### src/sv/lpep_pkg.sv
// ----------------------------------------------------------------------------
// lpep_pkg
// shared types and constants of the led panel ethernet packetizer
// ----------------------------------------------------------------------------
package lpep_pkg;

    localparam int SIZE_W  = 13;
    localparam int ROW_W   = 12;
    localparam int START_W = 12;
    localparam int COUNT_W = 9;
    localparam int IDX_W   = 4;
    localparam int CFG_IDX_W  = 3;
    localparam int CFG_DATA_W = 16;

    localparam logic [CFG_IDX_W-1:0] CFG_ROW_COUNT         = 3'd0;
    localparam logic [CFG_IDX_W-1:0] CFG_COLUMN_COUNT      = 3'd1;
    localparam logic [CFG_IDX_W-1:0] CFG_TAG_ENABLE        = 3'd2;
    localparam logic [CFG_IDX_W-1:0] CFG_TAG_IDENTIFIER    = 3'd3;
    localparam logic [CFG_IDX_W-1:0] CFG_LINEAR_BRIGHTNESS = 3'd4;
    localparam logic [CFG_IDX_W-1:0] CFG_CURVE_BRIGHTNESS  = 3'd5;

    typedef struct packed {
        logic [7:0] red;
        logic [7:0] green;
        logic [7:0] blue;
    } t_in;

    typedef struct packed {
        logic [63:0] packet_word;
        logic [3:0]  valid_bytes;
        logic        packet_end;
        logic        frame_end;
        logic        run_last;
    } t_out;

    typedef enum logic [1:0] {
        PH_HDR,
        PH_PIX,
        PH_BRT,
        PH_DSP
    } t_phase;

    typedef struct packed {
        logic               hdr;
        logic               chunk_end;
        logic               frame_last;
        logic [ROW_W-1:0]   row;
        logic [START_W-1:0] start;
        logic [COUNT_W-1:0] count;
        t_in                pixel;
    } t_ctx;

    typedef struct packed {
        logic        tag_enable;
        logic [11:0] tag_identifier;
        logic [7:0]  linear_brightness;
        logic [7:0]  curve_brightness;
    } t_fmt_cfg;

    typedef struct packed {
        logic   phase_last;
        logic   item_last;
        t_phase next_phase;
    } t_seq;

endpackage

### src/sv/lpep_word_gen.sv
// ----------------------------------------------------------------------------
// lpep_word_gen
// forms one 8-byte output beat of the current pixel's sequence of packets
// ----------------------------------------------------------------------------
module lpep_word_gen
    import lpep_pkg::*;
(
    input  t_ctx             i_ctx,
    input  t_fmt_cfg         i_cfg,
    input  t_phase           i_phase,
    input  logic [IDX_W-1:0] i_idx,
    output t_out             o_word,
    output t_seq             o_seq
);

    localparam logic [95:0] MAC_PAIR  = 96'h112233445566_222233445566;
    localparam logic [15:0] VLAN_TPID = 16'h8100;
    localparam logic [3:0]  VLAN_PRIO = 4'hE;
    localparam logic [15:0] CHUNK_TYPE = 16'h5500;
    localparam logic [15:0] BRT_TYPE   = 16'h0107;
    localparam logic [15:0] DSP_TYPE   = 16'h0A00;
    localparam logic [7:0]  CHUNK_B0   = 8'h08;
    localparam logic [7:0]  CHUNK_B1   = 8'h88;
    localparam logic [7:0]  BRT_MODE   = 8'h05;
    localparam logic [7:0]  DSP_FULL   = 8'hFF;

    logic [31:0]          vlan_tag;
    logic [15:0]          chunk_type;
    logic [15:0]          dsp_type;
    logic [55:0]          chunk_body;
    logic [783:0]         brt_body;
    logic [503:0]         dsp_body;
    logic [0:3][63:0]     w_hdr;
    logic [0:14][63:0]    w_brt;
    logic [0:10][63:0]    w_dsp;
    logic [63:0]          data;
    logic [3:0]           last_bytes;
    logic                 phase_last;
    logic                 item_last;
    t_phase               next_phase;

    always_comb begin
        vlan_tag   = {VLAN_TPID, VLAN_PRIO, i_cfg.tag_identifier};
        chunk_type = CHUNK_TYPE + {8'h00, 4'h0, i_ctx.row[11:8]};
        dsp_type   = DSP_TYPE + {8'h00, i_cfg.curve_brightness};
        chunk_body = {i_ctx.row[7:0], 4'h0, i_ctx.start, 7'h00, i_ctx.count,
                      CHUNK_B0, CHUNK_B1};
        brt_body   = {168'h0, i_cfg.linear_brightness, BRT_MODE, 8'h00,
                      i_cfg.linear_brightness, i_cfg.linear_brightness,
                      i_cfg.linear_brightness, 568'h0};
        dsp_body   = {i_cfg.curve_brightness, i_cfg.curve_brightness, DSP_FULL,
                      480'h0};

        if (i_cfg.tag_enable) begin
            w_hdr = {MAC_PAIR, vlan_tag, chunk_type, chunk_body, 56'h0};
            w_brt = {MAC_PAIR, vlan_tag, BRT_TYPE, brt_body, 32'h0};
            w_dsp = {MAC_PAIR, vlan_tag, dsp_type, dsp_body, 56'h0};
        end else begin
            w_hdr = {MAC_PAIR, chunk_type, chunk_body, 88'h0};
            w_brt = {MAC_PAIR, BRT_TYPE, brt_body, 64'h0};
            w_dsp = {MAC_PAIR, dsp_type, dsp_body, 88'h0};
        end
    end

    always_comb begin
        unique case (i_phase)
            PH_HDR: begin
                data       = w_hdr[i_idx[1:0]];
                phase_last = (i_idx == (i_cfg.tag_enable ? 4'd3 : 4'd2));
                last_bytes = i_cfg.tag_enable ? 4'd1 : 4'd5;
                next_phase = PH_PIX;
            end
            PH_PIX: begin
                data       = {i_ctx.pixel, 40'h0};
                phase_last = 1'b1;
                last_bytes = 4'd3;
                next_phase = PH_BRT;
            end
            PH_BRT: begin
                data       = w_brt[i_idx];
                phase_last = (i_idx == (i_cfg.tag_enable ? 4'd14 : 4'd13));
                last_bytes = i_cfg.tag_enable ? 4'd4 : 4'd8;
                next_phase = PH_DSP;
            end
            PH_DSP: begin
                data       = w_dsp[i_idx];
                phase_last = (i_idx == (i_cfg.tag_enable ? 4'd10 : 4'd9));
                last_bytes = i_cfg.tag_enable ? 4'd1 : 4'd5;
                next_phase = PH_DSP;
            end
            default: begin
                data       = '0;
                phase_last = 1'b1;
                last_bytes = 4'd8;
                next_phase = PH_PIX;
            end
        endcase

        item_last = phase_last &&
                    ((i_phase == PH_DSP) || ((i_phase == PH_PIX) && !i_ctx.frame_last));

        o_word.packet_word = data;
        o_word.valid_bytes = phase_last ? last_bytes : 4'd8;
        o_word.packet_end  = (i_phase == PH_PIX) ? i_ctx.chunk_end
                                                 : (phase_last && (i_phase != PH_HDR));
        o_word.frame_end   = phase_last && (i_phase == PH_DSP);
        o_word.run_last    = item_last;

        o_seq.phase_last = phase_last;
        o_seq.item_last  = item_last;
        o_seq.next_phase = next_phase;
    end

endmodule

### src/sv/led_panel_ethernet_packetizer.sv
// ----------------------------------------------------------------------------
// led_panel_ethernet_packetizer
// cuts a row-major rgb pixel stream into raw ethernet frames for an led panel
//
//   channel  direction  handshake                payload
//   in       sink       i_in_valid / o_in_ready   t_in  (red, green, blue)
//   out      source     o_out_valid / i_out_ready t_out (word, bytes, flags)
//   cfg      sink       i_cfg_valid / o_cfg_ready index + data
//
// one output beat per cycle; a pixel inside a chunk is a single beat, the first
// pixel of a chunk adds 3 header beats (4 tagged), the last pixel of a frame
// adds 24 beats (26 tagged) for the brightness and display packets.
// the next pixel is taken in the cycle its predecessor's last beat is loaded
// into the output register; a stalled output holds the sequencer.
// reset is synchronous, active low, and restores the register defaults.
// ----------------------------------------------------------------------------
module led_panel_ethernet_packetizer
    import lpep_pkg::*;
#(
    parameter int PIXELS_PER_PACKET = 497,
    parameter int ROW_CAPACITY      = 512,
    parameter int MAX_COLUMNS       = 1024
) (
    input  logic                  i_clk,
    input  logic                  i_rst_n,
    input  logic                  i_in_valid,
    output logic                  o_in_ready,
    input  t_in                   i_in_data,
    output logic                  o_out_valid,
    input  logic                  i_out_ready,
    output t_out                  o_out_data,
    input  logic                  i_cfg_valid,
    output logic                  o_cfg_ready,
    input  logic [CFG_IDX_W-1:0]  i_cfg_index,
    input  logic [CFG_DATA_W-1:0] i_cfg_data
);

    localparam int RW  = (ROW_CAPACITY > 1) ? $clog2(ROW_CAPACITY) : 1;
    localparam int CW  = (MAX_COLUMNS > 1) ? $clog2(MAX_COLUMNS) : 1;
    localparam int RMW = (PIXELS_PER_PACKET > 1) ? $clog2(PIXELS_PER_PACKET) : 1;
    localparam logic [SIZE_W-1:0] ROWS_MAX = SIZE_W'(ROW_CAPACITY);
    localparam logic [SIZE_W-1:0] COLS_MAX = SIZE_W'(MAX_COLUMNS);
    localparam logic [SIZE_W-1:0] PPP      = SIZE_W'(PIXELS_PER_PACKET);

    logic [9:0]  r_row_count;
    logic [10:0] r_column_count;
    logic        r_tag_enable;
    logic [11:0] r_tag_identifier;
    logic [7:0]  r_linear_brightness;
    logic [7:0]  r_curve_brightness;

    logic [RW-1:0]  r_row;
    logic [CW-1:0]  r_col;
    logic [RMW-1:0] r_rem;
    logic [RW-1:0]  n_row;
    logic [CW-1:0]  n_col;
    logic [RMW-1:0] n_rem;

    logic             r_busy;
    t_ctx             r_ctx;
    t_phase           r_phase;
    logic [IDX_W-1:0] r_idx;
    logic             r_out_valid;
    t_out             r_out_data;

    t_ctx     n_ctx;
    t_fmt_cfg fmt_cfg;
    t_out     word;
    t_seq     seq;
    logic     load;
    logic     accept;

    logic [SIZE_W-1:0] rows_c, cols_c, row_w, col_w, rem_w;
    logic [SIZE_W-1:0] col1, row1, rem1, start, cnt_raw, count;
    logic              row_end, frame_last;

    // frame geometry and chunk context of the incoming pixel
    always_comb begin
        rows_c = {3'b000, r_row_count};
        if (rows_c == '0) begin
            rows_c = SIZE_W'(1);
        end else if (rows_c > ROWS_MAX) begin
            rows_c = ROWS_MAX;
        end
        cols_c = {2'b00, r_column_count};
        if (cols_c == '0) begin
            cols_c = SIZE_W'(1);
        end else if (cols_c > COLS_MAX) begin
            cols_c = COLS_MAX;
        end

        row_w = SIZE_W'(r_row);
        col_w = SIZE_W'(r_col);
        rem_w = SIZE_W'(r_rem);
        if (col_w >= cols_c) begin
            col_w = '0;
            rem_w = '0;
        end
        if (row_w >= rows_c) begin
            row_w = '0;
        end

        start   = col_w - rem_w;
        cnt_raw = cols_c - start;
        count   = (cnt_raw > PPP) ? PPP : cnt_raw;

        col1       = col_w + SIZE_W'(1);
        row1       = row_w + SIZE_W'(1);
        rem1       = rem_w + SIZE_W'(1);
        row_end    = (col1 >= cols_c);
        frame_last = row_end && (row1 >= rows_c);

        n_col = row_end ? '0 : CW'(col1);
        n_rem = (row_end || (rem1 == PPP)) ? '0 : RMW'(rem1);
        n_row = row_end ? (frame_last ? '0 : RW'(row1)) : RW'(row_w);

        n_ctx.hdr        = (rem_w == '0);
        n_ctx.chunk_end  = (rem1 >= count);
        n_ctx.frame_last = frame_last;
        n_ctx.row        = ROW_W'(row_w);
        n_ctx.start      = START_W'(start);
        n_ctx.count      = COUNT_W'(count);
        n_ctx.pixel      = i_in_data;
    end

    assign fmt_cfg.tag_enable        = r_tag_enable;
    assign fmt_cfg.tag_identifier    = r_tag_identifier;
    assign fmt_cfg.linear_brightness = r_linear_brightness;
    assign fmt_cfg.curve_brightness  = r_curve_brightness;

    lpep_word_gen u_word_gen (
        .i_ctx   (r_ctx),
        .i_cfg   (fmt_cfg),
        .i_phase (r_phase),
        .i_idx   (r_idx),
        .o_word  (word),
        .o_seq   (seq)
    );

    assign load        = r_busy && (!r_out_valid || i_out_ready);
    assign o_in_ready  = !r_busy || (load && seq.item_last);
    assign accept      = i_in_valid && o_in_ready;
    assign o_cfg_ready = 1'b1;
    assign o_out_valid = r_out_valid;
    assign o_out_data  = r_out_data;

    always_ff @(posedge i_clk) begin
        if (!i_rst_n) begin
            r_row_count         <= 10'd64;
            r_column_count      <= 11'd64;
            r_tag_enable        <= 1'b0;
            r_tag_identifier    <= '0;
            r_linear_brightness <= 8'hFF;
            r_curve_brightness  <= 8'hFF;
        end else if (i_cfg_valid) begin
            unique case (i_cfg_index)
                CFG_ROW_COUNT:         r_row_count         <= i_cfg_data[9:0];
                CFG_COLUMN_COUNT:      r_column_count      <= i_cfg_data[10:0];
                CFG_TAG_ENABLE:        r_tag_enable        <= i_cfg_data[0];
                CFG_TAG_IDENTIFIER:    r_tag_identifier    <= i_cfg_data[11:0];
                CFG_LINEAR_BRIGHTNESS: r_linear_brightness <= i_cfg_data[7:0];
                CFG_CURVE_BRIGHTNESS:  r_curve_brightness  <= i_cfg_data[7:0];
                default: begin
                end
            endcase
        end
    end

    always_ff @(posedge i_clk) begin
        if (!i_rst_n) begin
            r_row  <= '0;
            r_col  <= '0;
            r_rem  <= '0;
            r_busy <= 1'b0;
        end else begin
            if (accept) begin
                r_row   <= n_row;
                r_col   <= n_col;
                r_rem   <= n_rem;
                r_busy  <= 1'b1;
                r_ctx   <= n_ctx;
                r_phase <= n_ctx.hdr ? PH_HDR : PH_PIX;
                r_idx   <= '0;
            end else if (load) begin
                if (seq.item_last) begin
                    r_busy <= 1'b0;
                end else if (seq.phase_last) begin
                    r_phase <= seq.next_phase;
                    r_idx   <= '0;
                end else begin
                    r_idx <= r_idx + IDX_W'(1);
                end
            end
        end
    end

    always_ff @(posedge i_clk) begin
        if (!i_rst_n) begin
            r_out_valid <= 1'b0;
        end else if (load) begin
            r_out_valid <= 1'b1;
            r_out_data  <= word;
        end else if (i_out_ready) begin
            r_out_valid <= 1'b0;
        end
    end

    a_take_on_last: assert property (@(posedge i_clk) disable iff (!i_rst_n)
        (accept && r_busy) |-> (load && seq.item_last))
        else $error("pixel taken while earlier beats pending");

    a_busy_after_take: assert property (@(posedge i_clk) disable iff (!i_rst_n)
        accept |=> r_busy)
        else $error("sequencer idle after pixel taken");

    a_frame_end_flags: assert property (@(posedge i_clk) disable iff (!i_rst_n)
        (r_out_valid && r_out_data.frame_end) |->
            (r_out_data.packet_end && r_out_data.run_last))
        else $error("frame end beat without packet end or run end");

endmodule
### config.mk
export PLATFORM = sky130hd
export DESIGN_NAME = led_panel_ethernet_packetizer
export DESIGN_NICKNAME = d
export VERILOG_FILES = /design/src/sv/lpep_pkg.sv /design/src/sv/lpep_word_gen.sv /design/src/sv/led_panel_ethernet_packetizer.sv
export SDC_FILE = /design/constraint.sdc
export NUM_CORES = 1
export LEC_CHECK = 0
export ABC_AREA = 1
export ABC_CLOCK_PERIOD_IN_PS = 18200
export BUFFER_PORTS_ARGS = -buffer_cell sky130_fd_sc_hd__buf_2
export CAP_MARGIN = 30
export CORE_MARGIN = 2
export CORE_UTILIZATION = 65
export DETAILED_ROUTE_END_ITERATION = 12
export PLACE_DENSITY = 0.86
export SYNTH_ARGS = -nofsm -noshare
export SYNTH_HDL_FRONTEND = slang
export SYNTH_SLANG_ARGS = --single-unit
### constraint.sdc
create_clock -name i_clk -period 18.2 [get_ports i_clk]
set_input_delay 0 -clock i_clk [delete_from_list [all_inputs] [get_ports i_clk]]
set_output_delay 0 -clock i_clk [all_outputs]
set_load 0.02 [all_outputs]
## Yosys cells after proc, flatten, opt, wreduce, memory -nomap -nowiden

Index checks and enable logic that the tools add are counted.

| cells by class | value |
|---|---|
| add/sub/neg operators | 8 |
| magnitude comparators | 10 |
| equal/unequal tests | 13 |
| mux-type cells | 47 |
| bitwise gates (word level) | 2 |
| reduce and logical (&&, ||, !) cells | 38 |

Operators with widths:

| kind | count |
|---|---|
| $mux 864 | 1 |
| $mux 608 | 1 |
| $bmux 64 s4 | 2 |
| $mux 64 | 6 |
| $pmux 64 s4 | 1 |
| $mux 160 | 1 |
| $bmux 64 s2 | 1 |
| $mux 9 | 5 |
| $mux 10 | 4 |
| $add 13x1->13 const B | 3 |
| $ge 13x13->1 | 3 |
| $sub 13x13->13 | 2 |
| $mux 11 | 2 |
| $reduce_and 2->1 | 9 |
| $add 15x4->16 const A | 1 |
| $mux 4 | 4 |
| $add 12x8->13 const A | 1 |
| $eq 13x9->1 const B | 1 |
| $ge 10x13->1 | 1 |
| $ge 9x13->1 | 1 |
| $gt 13x9->1 const B | 1 |
| $logic_not 13->1 | 1 |
| $mux 13 | 1 |
| $eq 4x4->1 | 3 |
| 30 further kinds | 62 |

| storage, ports and cells | value |
|---|---|
| flip-flop bits (word level) | 216 |
| input port bits | 48 |
| output and inout bits | 74 |
| word-level logic and storage cells | 144 |

## Longest topological paths before layout

Gate-level depths: netlist of run 1.

| depth | value |
|---|---|
| depth after elaboration | 10 |
| mapped depth | 47 |
| gate-level depth less buffers | 47 |

## Cells and area by module

From an unflattened synthesis of run 1, not the netlist that was laid out.

| unflattened totals | value |
|---|---|
| cell total of the unflattened synthesis | 1703 |
| area, all modules | 13494.2 um^2 |

By module, submodules not included:

| module | instances | cells each | area an instance (um^2) | seq. area each (um^2) |
|---|---|---|---|---|
| led_panel_ethernet_packetizer | 1 | 1115 | 10645.2 | 5625.4 |
| lpep_word_gen | 1 | 588 | 2849.0 | 0.0 |

## Worst setup path before layout of run 1

OpenSTA, ideal clock, no wires.

| timing path | value |
|---|---|
| kind | register -> register |
| start | register r_column_count[7] |
| end | register r_ctx[58] (netlist name) (data pin) |
| setup time | 0.254 ns |
| arrival | 6.174 ns |
| data required time | 17.946 ns |
| path slack | 11.772 ns |
| cell stages (with the launch flop) | 46 |
| path buffers | 1 |
| clock period less this slack | 6.428 ns |
| path through | dfxtp_1 inv_1 nand4_1 nor3_1 nand4_1 nand2_1 inv_1 nor2_1 inv_1 ha_1 nand2_1 inv_1 nand2_1 nand2_1 a21boi_4 nand3_4 buf_4 nor2_1 [10 not listed] nand2_1 a21oi_1 nand2_1 nand2_1 inv_1 nand2_1 nand2_1 a31oi_4 inv_2 nand3_1 ha_1 o21a_1 o21a_1 o21ai_0 nand2_1 a21oi_1 o221ai_1 a21o_1 |

RTL lines:

| what | RTL line | source |
|---|---|---|
| start, declared | led_panel_ethernet_packetizer.sv:46 | `logic [10:0] r_column_count;` |
| start signal, assigned | led_panel_ethernet_packetizer.sv:158 | `CFG_COLUMN_COUNT: r_column_count <= i_cfg_data[10:0];` |
| end signal, assigned | led_panel_ethernet_packetizer.sv:181 | `r_ctx <= n_ctx;` |
| end, declared | led_panel_ethernet_packetizer.sv:60 | `t_ctx r_ctx;` |

==> run metrics, run 1 <==
WL final around 44000 um; CTS H-tree lvls 1; Rows 51; Internal roughly 0.9 mW; fin crit share 0.438; post-DP HPWL approximately 30000 um; async set-reset flop share out of synthesis 0; leakage approximately 6.5 nW; WL met3 about 4600 um; CP Buf/Inv Count 7; TritonCTS Buffers 24; sw frac 0.314; CP top delay family simple AND/OR/NAND/NOR gates; WL met1 around 16000 um; worst-path maximum fanout 16; global route overflow 0; antenna cell count 0; worst slew pin tran ~1100 ps; outcome completed; share of cells above drive strength 1 0.141; Cell Pwr Density 90.2 nW/um2; gp weighted congestion between 1 and 1.5; Startpoint Class flip-flop; combinational group share of total power 0.226; Flop pwr share 0.415; most used cell, CP nand2_1; fillers around 1.4k; Netlist cell types slightly above 60; max incr delay on CP 410 ps; die height between 100 and 150 um; All-Layer GR Usage 0.421; Fin Setup TNS 0 ps; Starting Density 0.660; DR iter-0 viols 1376; DRC Markers 0; IO Pins 122; final design area excluding fillers between 10000 and 15000 um2; DR WL met2 19800 um; Worst slew margin 0.292; total number of vias 12.6k; maximum vdd drop about 0.077 mV; Min-Delay Path Class primary input to flip-flop; max-cap violations 0; Bufs on Longest Clock Path 3; unrepaired setup endpoints after global routing no; post-synthesis register bit count 213; Slowest cell on crit path fa_1; Root Driver clkbuf_16; Syn Area/Cell 8.25 um2; core area about 19000 um2; Warnings, synthesis 0; Final Max Slew Viols 0; Cells after Synth roughly 1.6k; CP Capture Type flip-flop; largest net degree at the start of global routing 73; fmax approximately 130 MHz; Final ANT Viol Nets 0; Hold Fails Final Rpt 0; Final Net Count 1842; routed len/inst around 22 um; register area share after synthesis 0.435; postcts setup bufs 0; clk_lat worst skew between 500 and 600 ps; Clock transition at path regs 60 ps; top layer in use met4; Die W about 140 um; Cell Area, Synth around 13000 um2; area of the die between 20000 and 25000 um2; crit path DAT approximately 8300 ps; initial antenna violation count 0; drt first pass iters 6; CTS tree built; Data required, critical path 18490 ps; Post-synth top flop edfxtp_1; dpl cell area ~14000 um2; first-pass GRT wire length between 60000 and 70000 um; net switching power between 0.4 and 0.5 mW; Layout Skew 19.2 ps; Min Hold Slack 9.95 ps; Port Buffers between 100 and 150; clock sinks 213; vias per std cell between 6 and 7; number of global-route vias before repair around 12k; Setup CP Type flip-flop to flip-flop; Area growth, synth to finish 15.8%; Post-synth EDFFs 133; Final min period between 7000 and 8000 ps; Clock power frac 0.359; Setup Viol. Count Final 0
==> path summary, 6_finish.rpt <==
path | start | end | slack [ps] | depth (start not counted)
worst max register to register | r_column_count[7]$_SDFFE_PN0P_ | r_ctx[58]$_DFFE_PP_ | 10240 | 44
worst min register to register | r_tag_identifier[4]$_SDFFE_PN0P_ | r_tag_identifier[4]$_SDFFE_PN0P_ | 450 | 2
worst min-delay path | i_in_valid | r_busy$_SDFFE_PN0P_ | 10 | 3
worst max-delay path | r_column_count[7]$_SDFFE_PN0P_ | r_ctx[58]$_DFFE_PP_ | 10240 | 44
==> area by class of cell <==
class / count / area (um2) / area share
timing repair buffer: 172 / 1110 / 0.0749
tap: 265 / 332 / 0.0223
sequential: 213 / 5600 / 0.376
inverter: 225 / 850 / 0.0571
clock inverter: 8 / 35.0 / 0.00235
multi-input combinational: 1073 / 6200 / 0.417
clock buffer: 36 / 751 / 0.0504
==> worst register-to-register path, delay by kind of cell (launching register included) <==
family | cells | cell delay, ps
buf+inv | 7 | 730
flops | 1 | 300
compound gates | 12 | 2370
xor+xnor | 1 | 340
simple gates | 19 | 2430
fa+ha+maj | 5 | 1570
==> flip-flops by register name (all words and copies together), names as in the netlist <==
signal and cells:
o_out_data 71, o_out_valid 1, r_busy 1, r_col 10, r_column_count 11, r_ctx 56, r_curve_brightness 8, r_idx 4
r_linear_brightness 8, r_phase 2, r_rem 9, r_row 9, r_row_count 10, r_tag_enable 1, r_tag_identifier 12
==> metal layers <==
layer	global-route usage	up-vias
li1	-	5641
met1	0.518	5774
met2	0.678	919
met3	0.0801	275
met4	0.280	0
met5	0	-
==> through the flow <==
stage               std cells  setup WS, ps   util  power (mW)
global placement         1902         10810  0.701       0.839
detailed placement       1903         10570  0.701       0.848
floorplan                1560         11770      -       0.765
finish                   1992         10240  0.765        1.34
global route             1992          9490  0.765        1.39
CTS                      1991         10500  0.764        1.33
==> power by group through the flow <==
stage | Combinational [mW] | Clock, mW | Sequential (mW)
floorplan | 0.193 | 0 | 0.571
global placement | 0.274 | 0 | 0.565
detailed placement | 0.282 | 0 | 0.566
CTS | 0.292 | 0.479 | 0.556
global route | 0.329 | 0.497 | 0.558
finish | 0.303 | 0.481 | 0.557
==> synth_stat cells, types with 6 or more instances <==
library cell  number  area share
nand2_1          289       0.084
inv_1            195       0.057
nor2_1           151       0.044
edfxtp_1         133        0.31
o21ai_0          118       0.046
a21oi_1          110       0.043
ha_1              83       0.081
dfxtp_1           80        0.12
nand3_1           66       0.026
clkbuf_1          39       0.011
o211ai_1          26       0.015
nand4_1           25       0.012
inv_2             24      0.0070
nor3_1            19      0.0074
a31oi_1           15      0.0073
xnor2_1           12      0.0082
a22oi_1           11      0.0064
nand2_2            9      0.0044
nor2_2             9      0.0044
a221oi_1           8      0.0055
nor4_1             8      0.0039
o22ai_1            8      0.0039
o31ai_1            8      0.0047
a32oi_1            7      0.0048
nand2_4            7      0.0061
xor2_1             7      0.0048
nor2_4             6      0.0053
nor3_2             6      0.0047
==> cells by family after synthesis <==
group,after synthesis,synth area share
AOI/OAI and AO/OA,354,0.166
buffers and inverters,274,0.0827
DFF,213,0.435
xor gates and xnor gates,19,0.0129
adders and majority gates,85,0.0839
and+or+nand+nor,613,0.219
other,1,0.000292
==> repair_timing <==
item,CTS,global route
endpoints found under the hold margin,76,0
resized for setup,0,0
hold buffers,44,0
==> placed cells by master (no fill, tap or decap), types with 12 or more instances in the layout <==
cell	count
edfxtp_1	133
inv_1	195
inv_2	24
nand4_1	25
o211ai_1	26
nand3_1	66
nand2_1	289
nor2_1	151
ha_1	83
dlygate4sd3_1	44
clkbuf_16	28
buf_2	116
xnor2_1	12
a31oi_1	15
o21ai_0	118
dfxtp_1	80
nor3_1	18
a21oi_1	110
No activity file was read; power rests on OpenSTA's default activity.
==> inputs of run 2 (changes only) <==
ABC_AREA = 0   (was 1)
ABC_CLOCK_PERIOD_IN_PS = 7700   (was 18200)
CORE_UTILIZATION = 60   (was 65)
PLACE_DENSITY = 0.81   (was 0.86)
clock period = 7.7 ns   (was 18.2 ns; I/O delays follow)
==> run 2 against run 1 <==
  * Register-to-register slack got worse by 10000 ps
  * Clock skew is 9.0 ps higher
  * Sequential share of layout area fell by 0.72 points
  * Sequential power grew 140%
  * Synthesized cell count fell by 8.6%
  * Via count is 4.6% lower
  * Critical path type unchanged
  * Wire length down 6.0%
==> run metrics, run 2 <==
clock sinks 213 (unchanged); leakage 6.12 nW (-6.3%); DRC Markers 0 (unchanged); fin crit share 0.963 (+0.525); Synth top cells by count nand2_1, edfxtp_1, a21oi_1; async set-reset flop share out of synthesis 0 (unchanged); clk_lat worst skew 530 ps (about the same); Final ANT Viol Nets 0 (unchanged); Startpoint Class flip-flop; CP top delay family compound AO/OA/AOI/OAI gates; Syn Area/Cell 8.98 um2 (+8.9%); Cell Pwr Density 205 nW/um2 (+130%); DR iter-0 viols 1404 (+2.0%); Starting Density 0.610 (-0.0501); register area share after synthesis 0.437 (+0.00217); worst-path maximum fanout 6 (-10); number of global-route vias before repair 11.2k (-6.8%); Cells after Synth 1425 (-8.6%); Cell Area, Synth 12800 um2 (-0.50%); Layout Skew 28.2 ps (+8.97 ps); core area 21000 um2 (+7.7%); routed len/inst 21.8 um (-0.48%); max FFs per register 71 (unchanged); count leader, synth nand2_1; top cells by area, synth edfxtp_1, dfxtp_1, ha_1; Final min period 7410 ps (-550 ps); CTS H-tree lvls 1 (unchanged); drt first pass iters 6 (unchanged); CP Buf/Inv Count 4 (-3); crit path DAT 7680 ps (-570 ps); gp weighted congestion 0.994 (-3.5%); CP Capture Type flip-flop; Worst slew margin 0.341 (+0.0482); Post-synth EDFFs 133 (unchanged); All-Layer GR Usage 0.357 (-0.0642); dpl cell area 13800 um2 (+1.0%); Rows 53 (+3.9%); IO Pins 122 (unchanged); most used cell, CP a21o_1; placed cells 1783 (-6.3%); Hold Fails Final Rpt 0 (unchanged); Area growth, synth to finish 18.8%; fmax 135 MHz (+7.4%); area of the die 22500 um2 (+7.6%); max incr delay on CP 530 ps (+120 ps); initial antenna violation count 0 (unchanged); Clock transition at path regs 70 ps (about the same); Final Power 3.11 mW (+130%); total number of vias 12.0k (-4.6%); Setup CP Type flip-flop to flip-flop; Root Driver clkbuf_16; Finished Core Util 0.725 (-0.0397); worst slew pin tran 982 ps (-79.8 ps); post-DP HPWL 29000 um (-5.8%); Post-synth top flop edfxtp_1; Min-Delay Path Class primary input to flip-flop; Data required, critical path 7960 ps (-10530 ps); outcome completed; most frequent cells in the layout nand2_1, edfxtp_1, a21oi_1, nor2_1, buf_2; Port Buffers 116 (unchanged); largest net degree at the start of global routing 73 (unchanged); Min Hold Slack 171 ps (+161 ps); global route overflow 0 (unchanged); Setup WS post-layout 286 ps (-9950 ps); max-cap violations 0 (unchanged); largest area contributor in the netlist edfxtp_1; Fin Setup TNS 0 ps (unchanged); post-route insts no fill 1882 (-5.5%); maximum vdd drop 0.152 mV (+97%); Die W 150 um (+3.7%); first-pass GRT wire length 61700 um (-6.9%); Setup Viol. Count Final 0 (unchanged); commonest non-fill, non-tap cell in the layout nand2_1; die height 150 um (+3.7%); Final Max Slew Viols 0 (unchanged); post-synthesis register bit count 213 (unchanged); final design area excluding fillers 15200 um2 (+2.1%); Bufs on Longest Clock Path 3 (unchanged); CTS tree built; TritonCTS Buffers 23 (-4.2%); share of cells above drive strength 1 0.161 (+0.0207); Final Net Count 1721 (-6.6%); post-synth top area share 0.312 (+0.00155); dpl ws 78.0 ps (-10490 ps); WL final 41100 um (-6.0%); Slowest cell on crit path or4b_1; vias per std cell 6.39 (+0.94%); Warnings, synthesis 0 (unchanged); Netlist cell types 88 (+42%)
==> run 2: changes by cell type after synthesis, moves of 14 or more <==
cell / change
nand2b_1: +17
a22o_1: +14
inv_2: -24
clkbuf_1: +28
a21oi_1: +21
a21o_1: +16
nor2b_1: +23
and3_1: +15
o21ai_0: -42
nand3_1: -16
inv_1: -139
nor2_1: -33
nand2_1: -55
==> run 2: final cells by class <==
type	count	area, um2
sequential	213	5600
inverter	60	229
tap	275	344
clock buffer	26	587
timing repair buffer	214	1490
antenna	2	5.00
fill	1603	5760
clock inverter	16	144
multi-input combinational	1076	6790
==> run 2: kinds of logic (layout without fill, tap and decap cells) <==
| family | after synthesis | count (layout) | synth area share |
|---|---|---|---|
| simple gates | 546 | 546 | 0.198 |
| buf+inv | 137 | 316 | 0.0414 |
| xor+xnor | 37 | 37 | 0.0259 |
| flops | 213 | 213 | 0.437 |
| mux | 12 | 12 | 0.00988 |
| compound gates | 394 | 394 | 0.203 |
| other cells | 1 | 4 | 0.000293 |
| fa+ha+maj | 85 | 85 | 0.0843 |
==> run 2: worst paths after layout <==
check,from,endpoint,slack (ps),depth (start not counted)
worst max-delay path,r_column_count[0]$_SDFFE_PN0P_,r_ctx[58]$_DFFE_PP_,290,40
worst min-delay path,i_in_data[4],r_ctx[4]$_DFFE_PP_,170,2
worst min register to register,r_tag_identifier[1]$_SDFFE_PN0P_,r_tag_identifier[1]$_SDFFE_PN0P_,460,2
worst max register to register,r_column_count[0]$_SDFFE_PN0P_,r_ctx[58]$_DFFE_PP_,290,40
==> run 2: power breakdown <==
part           switching, mW  leakage [nW]  total, mW  internal (mW)
Sequential            0.0326          1.89       1.31           1.27
Combinational          0.435          3.88      0.720          0.285
Clock                  0.465         0.345       1.08          0.618
Total                  0.933          6.12       3.11           2.18
==> run 2: layer usage <==
layer | part of all wire | vias to the layer above | wire (um) | track usage
met4 | 0.065 | 0 | 2680 | 0.203
met5 | 0 | - | 0 | 0
met2 | 0.47 | 717 | 19200 | 0.596
met3 | 0.097 | 162 | 3990 | 0.0610
met1 | 0.37 | 5606 | 15200 | 0.439
li1 | - | 5540 | - | -
==> run 2: what timing repair did <==
action	4_1_cts	5_1_grt
resized for setup	0	27
setup endpoints to repair	0	1
hold buffers	45	0
endpoints found under the hold margin	76	0
setup buffers	0	9
